[config.mk]
export PLATFORM = sky130hd
export DESIGN_NAME = unsigned_divider_32_64_core
export DESIGN_NICKNAME = d
export VERILOG_FILES = /design/src/design/udiv_pkg.sv /design/src/design/udiv_ctrl.sv /design/src/design/udiv_datapath.sv /design/src/design/unsigned_divider_32_64_core.sv
export SDC_FILE = /design/constraint.sdc
export NUM_CORES = 1
export LEC_CHECK = 0
export BUFFER_PORTS_ARGS = -buffer_cell sky130_fd_sc_hd__buf_4
export CELL_PAD_IN_SITES_DETAIL_PLACEMENT = 2
export CELL_PAD_IN_SITES_GLOBAL_PLACEMENT = 2
export CORE_UTILIZATION = 35
export CTS_BUF_LIST = sky130_fd_sc_hd__clkbuf_4 sky130_fd_sc_hd__clkbuf_8
export CTS_CLUSTER_DIAMETER = 50
export DETAILED_ROUTE_END_ITERATION = 6
export PLACE_DENSITY = 0.85
export SYNTH_ARGS = -nofsm -noshare
export SYNTH_HDL_FRONTEND = slang
export SYNTH_SLANG_ARGS = --single-unit
[constraint.sdc]
create_clock -name clk_i -period 3.8 [get_ports clk_i]
set_input_delay 0.76 -clock clk_i [delete_from_list [all_inputs] [get_ports clk_i]]
set_output_delay 0.76 -clock clk_i [all_outputs]
set_load 0.03 [all_outputs]
[src/design/udiv_pkg.sv]
// ----------------------------------------------------------------------------
// udiv_pkg
// Shared types and constants of the unsigned 32/64-bit divider.
// ----------------------------------------------------------------------------
`timescale 1ns / 1ps
`default_nettype none

package udiv_pkg;

  localparam int unsigned WordWidth   = 64;
  localparam int unsigned NarrowWidth = 32;
  localparam int unsigned CntWidth    = 6;

  localparam logic [WordWidth-1:0] NarrowMask = 64'h0000_0000_ffff_ffff;

  // width command codes
  localparam logic CmdNarrow = 1'b0;
  localparam logic CmdWide   = 1'b1;

  // controller to datapath
  typedef struct packed {
    logic load;
    logic step;
  } udiv_cmd_t;

  // datapath to controller
  typedef struct packed {
    logic last;
  } udiv_status_t;

endpackage

`default_nettype wire

[src/design/udiv_ctrl.sv]
// ----------------------------------------------------------------------------
// udiv_ctrl
// Sequencer of the divider: load, one quotient bit per cycle, hand-off.
// ----------------------------------------------------------------------------
`timescale 1ns / 1ps
`default_nettype none

module udiv_ctrl
  import udiv_pkg::*;
(
  input  wire logic         clk_i,
  input  wire logic         rst_ni,
  input  wire logic         in_valid_i,
  output logic              in_ready_o,
  output logic              out_valid_o,
  input  wire logic         out_ready_i,
  input  wire udiv_status_t status_i,
  output udiv_cmd_t         cmd_o
);

  localparam logic [1:0] StIdle = 2'd0;
  localparam logic [1:0] StRun  = 2'd1;
  localparam logic [1:0] StDone = 2'd2;

  logic [1:0] state_q;
  logic [1:0] state_d;

  always_comb begin
    state_d     = state_q;
    in_ready_o  = 1'b0;
    out_valid_o = 1'b0;
    cmd_o       = '0;
    case (state_q)
      StIdle: begin
        in_ready_o = 1'b1;
        if (in_valid_i) begin
          cmd_o.load = 1'b1;
          state_d    = StRun;
        end
      end
      StRun: begin
        cmd_o.step = 1'b1;
        if (status_i.last) begin
          state_d = StDone;
        end
      end
      StDone: begin
        out_valid_o = 1'b1;
        if (out_ready_i) begin
          state_d = StIdle;
        end
      end
      default: begin
        state_d = StIdle;
      end
    endcase
  end

  always_ff @(posedge clk_i or negedge rst_ni) begin
    if (!rst_ni) begin
      state_q <= StIdle;
    end else begin
      state_q <= state_d;
    end
  end

endmodule

`default_nettype wire

[src/design/udiv_datapath.sv]
// ----------------------------------------------------------------------------
// udiv_datapath
// Operand registers, shift-subtract step and bit counter of the divider.
// ----------------------------------------------------------------------------
`timescale 1ns / 1ps
`default_nettype none

module udiv_datapath
  import udiv_pkg::*;
#(
  parameter int unsigned DATA_WIDTH = 64
) (
  input  wire logic                 clk_i,
  input  wire logic                 rst_ni,
  input  wire udiv_cmd_t            cmd_i,
  output udiv_status_t              status_o,
  input  wire logic                 command_i,
  input  wire logic [WordWidth-1:0] dividend_i,
  input  wire logic [WordWidth-1:0] divisor_i,
  output logic      [WordWidth-1:0] quotient_o,
  output logic      [WordWidth-1:0] remainder_o,
  output logic                      div_by_zero_o
);

  localparam logic [WordWidth-1:0] WideMask =
    {WordWidth{1'b1}} >> (WordWidth - DATA_WIDTH);
  localparam logic [CntWidth-1:0] WideLast   = CntWidth'(DATA_WIDTH - 1);
  localparam logic [CntWidth-1:0] NarrowLast = CntWidth'(NarrowWidth - 1);
  localparam int unsigned WideAlign   = WordWidth - DATA_WIDTH;
  localparam int unsigned NarrowAlign = WordWidth - NarrowWidth;

  logic [WordWidth-1:0] num_q, num_d;
  logic [WordWidth-1:0] den_q, den_d;
  logic [WordWidth-1:0] rem_q, rem_d;
  logic [WordWidth-1:0] quo_q, quo_d;
  logic [CntWidth-1:0]  cnt_q, cnt_d;
  logic                 wide_q, wide_d;
  logic                 dbz_q, dbz_d;

  logic [WordWidth-1:0] mask;
  logic [WordWidth-1:0] num_masked;
  logic [WordWidth-1:0] den_masked;
  logic [WordWidth:0]   rem_shift;
  logic [WordWidth:0]   diff;

  always_comb begin
    mask       = (command_i == CmdWide) ? WideMask : NarrowMask;
    num_masked = dividend_i & mask;
    den_masked = divisor_i & mask;
    // partial remainder grows one bit, borrow of the trial subtract decides
    rem_shift  = {rem_q, num_q[WordWidth-1]};
    diff       = rem_shift - {1'b0, den_q};

    num_d  = num_q;
    den_d  = den_q;
    rem_d  = rem_q;
    quo_d  = quo_q;
    cnt_d  = cnt_q;
    wide_d = wide_q;
    dbz_d  = dbz_q;

    if (cmd_i.load) begin
      // dividend top bit of the selected width goes to bit 63
      num_d  = (command_i == CmdWide) ? (num_masked << WideAlign)
                                      : (num_masked << NarrowAlign);
      den_d  = den_masked;
      rem_d  = '0;
      quo_d  = '0;
      cnt_d  = (command_i == CmdWide) ? WideLast : NarrowLast;
      wide_d = command_i;
      dbz_d  = (den_masked == '0);
    end else if (cmd_i.step) begin
      num_d = {num_q[WordWidth-2:0], 1'b0};
      cnt_d = cnt_q - CntWidth'(1);
      if (!diff[WordWidth]) begin
        rem_d = diff[WordWidth-1:0];
        quo_d = {quo_q[WordWidth-2:0], 1'b1};
      end else begin
        rem_d = rem_shift[WordWidth-1:0];
        quo_d = {quo_q[WordWidth-2:0], 1'b0};
      end
    end
  end

  always_ff @(posedge clk_i or negedge rst_ni) begin
    if (!rst_ni) begin
      cnt_q <= '0;
    end else begin
      cnt_q <= cnt_d;
    end
  end

  always_ff @(posedge clk_i) begin
    num_q  <= num_d;
    den_q  <= den_d;
    rem_q  <= rem_d;
    quo_q  <= quo_d;
    wide_q <= wide_d;
    dbz_q  <= dbz_d;
  end

  assign status_o.last = (cnt_q == '0);

  // a zero divisor forces an all-ones quotient of the width and a zero remainder
  assign quotient_o    = dbz_q ? (wide_q ? WideMask : NarrowMask) : quo_q;
  assign remainder_o   = dbz_q ? '0 : rem_q;
  assign div_by_zero_o = dbz_q;

endmodule

`default_nettype wire

[src/design/unsigned_divider_32_64_core.sv]
// ----------------------------------------------------------------------------
// unsigned_divider_32_64_core
// Unsigned 32-bit or DATA_WIDTH-bit divider with remainder and zero flag.
// ----------------------------------------------------------------------------
// Usage:
//   A request carries command_i (0 = 32-bit, 1 = DATA_WIDTH-bit), dividend_i
//   and divisor_i on a valid/ready channel. Operand bits above the selected
//   width are ignored. The result (quotient_o, remainder_o, div_by_zero_o)
//   leaves on a second valid/ready channel; upper result bits are zero.
//   Dividing by zero gives an all-ones quotient of the selected width, a
//   zero remainder and div_by_zero_o set.
// Timing:
//   One request at a time. After acceptance the radix-2 restoring loop
//   produces one quotient bit per cycle, 32 bits for a 32-bit request or
//   DATA_WIDTH bits for a wide one; the single shift-subtract step sets
//   this rate. The result then waits for the receiver before the next
//   request is taken.
// Reset and stall:
//   Reset returns the sequencer to idle with in_ready_o high and clears the
//   bit counter; nothing else is reset. While the receiver holds out_ready_i
//   low the result stays on the outputs and no new request is taken.
// ----------------------------------------------------------------------------
`timescale 1ns / 1ps
`default_nettype none

module unsigned_divider_32_64_core
  import udiv_pkg::*;
#(
  parameter int unsigned DATA_WIDTH = 64
) (
  input  wire logic                 clk_i,
  input  wire logic                 rst_ni,
  input  wire logic                 in_valid_i,
  output logic                      in_ready_o,
  input  wire logic                 command_i,
  input  wire logic [WordWidth-1:0] dividend_i,
  input  wire logic [WordWidth-1:0] divisor_i,
  output logic                      out_valid_o,
  input  wire logic                 out_ready_i,
  output logic      [WordWidth-1:0] quotient_o,
  output logic      [WordWidth-1:0] remainder_o,
  output logic                      div_by_zero_o
);

  udiv_cmd_t    cmd;
  udiv_status_t status;

  udiv_ctrl u_ctrl (
    .clk_i       (clk_i),
    .rst_ni      (rst_ni),
    .in_valid_i  (in_valid_i),
    .in_ready_o  (in_ready_o),
    .out_valid_o (out_valid_o),
    .out_ready_i (out_ready_i),
    .status_i    (status),
    .cmd_o       (cmd)
  );

  udiv_datapath #(
    .DATA_WIDTH (DATA_WIDTH)
  ) u_datapath (
    .clk_i         (clk_i),
    .rst_ni        (rst_ni),
    .cmd_i         (cmd),
    .status_o      (status),
    .command_i     (command_i),
    .dividend_i    (dividend_i),
    .divisor_i     (divisor_i),
    .quotient_o    (quotient_o),
    .remainder_o   (remainder_o),
    .div_by_zero_o (div_by_zero_o)
  );

endmodule

`default_nettype wire

==> out/results.env <==
STATUS='complete, no violations'
PERIOD_MINUS_SLACK_NS=3.48
WORST-R2R-SETUP-SLACK_NS=0.32
MAXSLEWVIOLCOUNT=0
CLKSINKCOUNT=266
CLK-INSERTION-DELAY-LATE_NS=0.66
ROUTE.DETAILED.WL_PER_INST_MICRONS=21.6
ROUTE.FINAL.WIRE_LENGTH_MICRONS=58200
CP-START-KIND='flip-flop'
PIN_COUNT=264
P_PER_AREA_nW_PER_UM2=921
TIMING.HOLD.WORST.START='divisor_i[9]'
HOLD_VIOL_FINAL=0
SYNTH_EDF_COUNT=130
FP.COREAREA_SQ_UM=43500
NETSWITCHINGPOWER_mW=8.22
MIN_DELAY_WORST_ENDPOINT='u_datapath.den_q[9]$_DFFE_PP_'
CLOCKPOWERSHARE_PCT=17.4
CLKTRANSATPATHREGS_NS=0.06
SEQUENTIAL_FRACTION_OF_DESIGN_POWER_PCT=28.8
CRITICAL_PATH_CLASS='reg -> reg'
GRT_SETUP_UNREPAIRED='false'
NETLIST.AREA_LEADER.SHARE_PCT=25.1
INITIAL_ANTENNA_VIOLATION_COUNT=1
POWER_SHARE_OF_THE_COMBINATIONAL_GROUP_PCT=53.8
MAX_FREQ_GHz=0.287
HOLD_PATH.CLASS='in -> reg'
GP_ROUTABILITY_CONGESTION=0.910
VIAS_IN_THE_FIRST_GLOBAL_ROUTE=16237
DR_WL_MET3_MICRONS=2810
TIMING.SETUP.TNS_NS=0
YOSYS_MOST_USED_DFF='edfxtp_1'
GRT_FIRST_PASS_WIRELENGTH_MICRONS=91000
FLOORPLAN.DIE_AREA_SQ_UM=45200
SWITCHING_SHARE_PCT=46.4
GRT_USAGE_PCT=25.8
CLOCK_PATH_BUFFERS=3
CLOCK-SKEW-FINAL_NS=0.0342
ROUTE.VIAS.TOTAL=14680
YOSYS_WARNINGS=0
TIGHTESTPINTRANSITION_NS=0.960
SYNTH-ASYNC-RESET-RATIO_PCT=3.01
MAX_CAP_VIOLATIONS=0
IRDROPWORSTVDD_mV=0.504
SYNTHESIS.AREA_PER_INSTANCE_SQ_UM=8.43
ROUTE.DETAILED.VIAS_PER_INST=5.45
SYNTH.AREA.TOP_CELLS='edfxtp_1 25%, dfxtp_1 16%, nand3_1 6.5%'
M1WIRELENGTH_MICRONS=24700
LAYOUT.CORE_UTILIZATION_PCT=44.2
CRIT-REG2REG-CAPTURE='u_datapath.rem_q[43]$_SDFFE_PP0P_'
FINALNETCOUNT=2267
DP.FINAL_HPWL_MICRONS=41400
PLACEMENT_ROWS=76
FINAL_CELL_COUNT_NO_FILL=2694
LEAKAGEPOWER_nW=8.24
R2R-START='u_datapath.den_q[0]$_DFFE_PP_'
MET2_LENGTH_MICRONS=28700
LAYOUT-AREA-OVERHEAD-VS-SYNTH_PCT=23.7
REG2REGPATHDEPTH=13
SEQ_AREA_FRAC_SYNTH_PCT=42.9
SYNTH.LARGEST_AREA_CELL='edfxtp_1'
PLACE.DETAILED.INSTANCES=2597
CLOCK_TREE.ROOT_CELL='clkbuf_8'
END_KIND='flip-flop'
WORSTPATHMAXFANOUT=26
INITIAL_UTILIZATION_PCT=35.8
MAPPED_CELL_AREA_SQ_UM=15500
SYNTHCELLS=1843
DRT.ANTENNA.VIOLATING_NETS=0
DIE_HEIGHT_MICRONS=213
SYNTH_CELL_TYPES=72
P_INT_mW=9.49
WORSTPATHREQUIRED_NS=4.27
MAXSLEWHEADROOM_PCT=36.0
SYNTH_FP_NETS=2043
FINAL.HOLD.WORST_SLACK_NS=0.301
CELLS_ON_WORST_HOLD_PATH=1
CP_DATA_ARRIVAL_TIME_NS=3.95
SYNTH-SEQ-CELLS=266
DR_PASS1_ITERATIONS=4
IO_BUFFERS=263
FILLERINSTANCES=4813
DRTITER0DRC=645
FINAL-SETUP-VIOL-COUNT=0
DETAIL_ROUTE.DRC_VIOLATIONS=0
HIGHEST_LAYER='met4'
HTREE_LEVELS=2
DRIVE_ABOVE_1_SHARE_PCT=20.4
FLOORPLAN.DIE.WIDTH_MICRONS=213
NUMCTSBUFFERS=51
GRT_OVERFLOW_TOTAL=0
TIMING.FINAL.CRIT_SHARE_PCT=91.6
CTS_TREE='yes'
GRT_START_MAX_NET_PINS=199
==> cells in the final DEF, fill, tap and decap left out, types with 4 or more instances in the layout <==
master,count
nand2_1,239
dfxtp_1,128
dfrtp_1,8
o21a_1,10
o21bai_1,12
inv_1,115
o31ai_1,7
nor2b_1,65
a31o_2,4
clkinv_1,6
o311ai_0,8
and3_1,6
buf_12,6
o211ai_1,7
clkbuf_8,53
nor3_1,14
clkbuf_4,23
or2_2,32
mux2i_1,35
nand3_1,201
a21oi_1,122
buf_4,281
a21o_1,15
nand4_1,23
and2_1,37
edfxtp_1,130
xor2_1,27
xnor2_1,35
a31oi_1,8
a211oi_1,4
a32oi_1,18
nand2b_1,14
ha_1,66
or3_1,7
nor2_1,90
o21ai_0,156
nor4_1,23
==> worst max-delay path, stage by stage, from the launching register on <==
cell	delay [ns]
edfxtp_1	0.38
ha_1	0.24
fa_1	0.39
nand2b_1	0.21
a21oi_2	0.22
o21ai_1	0.14
a21oi_1	0.18
o21ai_2	0.13
nor2_2	0.22
a41oi_4	0.25
xnor2_4	0.33
buf_12	0.24
mux2i_1	0.22
o21ai_0	0.13
==> how the worst max path moves through the flow <==
stage,from,depth (start not counted),endpoint
final,u_datapath.den_q[0]$_DFFE_PP_,13,u_datapath.rem_q[43]$_SDFFE_PP0P_
after global routing,u_datapath.den_q[0]$_DFFE_PP_,13,u_datapath.rem_q[43]$_SDFFE_PP0P_
after CTS,u_datapath.den_q[0]$_DFFE_PP_,13,u_datapath.rem_q[43]$_SDFFE_PP0P_
after detailed placement,u_datapath.den_q[0]$_DFFE_PP_,13,u_datapath.rem_q[43]$_SDFFE_PP0P_
after global placement,u_datapath.den_q[25]$_DFFE_PP_,12,u_datapath.rem_q[57]$_SDFFE_PP0P_
after floorplan,u_ctrl.state_q[1]$_DFFE_PN0P_,6,u_datapath.num_q[0]$_SDFFCE_PN0P_
==> synthesized netlist by cell type, types with 36 or more instances <==
cell type	count
ha_1	66
xnor2_1	36
edfxtp_1	130
clkbuf_1	98
dfxtp_1	128
nand3_1	201
nor2b_1	66
o21ai_0	157
and2_1	37
a21oi_1	123
nor2_1	91
nand2_1	241
inv_1	116
==> cell families (layout without fill, tap and decap cells) <==
group,Yosys count,after routing,share of synthesized area (%)
flip-flops,266,266,42.9
buffers and inverters,234,499,5.86
other,0,1,0
XOR/XNOR,64,64,3.66
adder cells (fa/ha/maj),67,67,5.44
AND/OR/NAND/NOR,767,767,23.9
AO/OA/AOI/OAI,409,409,15.9
multiplexers,36,36,2.33
==> flip-flops by register name (all words and copies together), names as in the netlist <==
register,count
u_datapath.div_by_zero_o,1
u_datapath.rem_q,64
u_datapath.num_q,64
u_ctrl.state_q,2
u_datapath.quo_q,64
u_datapath.cnt_q,6
u_datapath.wide_q,1
u_datapath.den_q,64
==> metrics by stage <==
step                      area (sq um)  power, mW  worst slack (ns)
after global placement           18100       13.9             0.234
final                            19200       17.7             0.319
after floorplan                  15500       11.2             0.686
after detailed placement         18100       14.4            0.0576
after CTS                        19200       17.7            0.0627
after global routing             19200       18.9            0.0539
==> per-layer routing <==
metal / up-vias / track usage [%]
li1: 6941 / -
met1: 7332 / 30.8
met2: 313 / 44.8
met3: 94 / 5.66
met4: 0 / 10.5
met5: - / 0
==> power by group through the flow <==
stage / clock (mW) / combinational, mW / sequential [mW]
3_3_place_gp: 0 / 8.81 / 5.06
4_1_cts: 3.17 / 9.46 / 5.09
5_1_grt: 3.26 / 10.4 / 5.22
6_report: 3.09 / 9.52 / 5.10
2_1_floorplan: 0 / 6.45 / 4.78
3_5_place_dp: 0 / 9.32 / 5.12
==> layout make-up <==
| cell class | instances | area (sq um) | share of cell area, % |
|---|---|---|---|
| multi-input combinational | 1343 | 8040 | 41.8 |
| sequential | 266 | 6670 | 34.7 |
| timing repair buffer | 288 | 2240 | 11.7 |
| clock buffer | 76 | 902 | 4.69 |
| tap | 585 | 732 | 3.81 |
| inverter | 117 | 444 | 2.31 |
| clock inverter | 18 | 190 | 0.990 |
| antenna | 1 | 2.50 | 0.0130 |
==> timing repair <==
action / 4_1_cts / 5_1_grt
hold buffers: 1 / 0
buffers inserted: 0 / 1
pin swaps: 0 / 2
endpoints found under the setup margin: 1 / 15
resized for setup: 1 / 8
hold endpoints to repair: 8 / 0
Power figures use the tool's default switching activity.
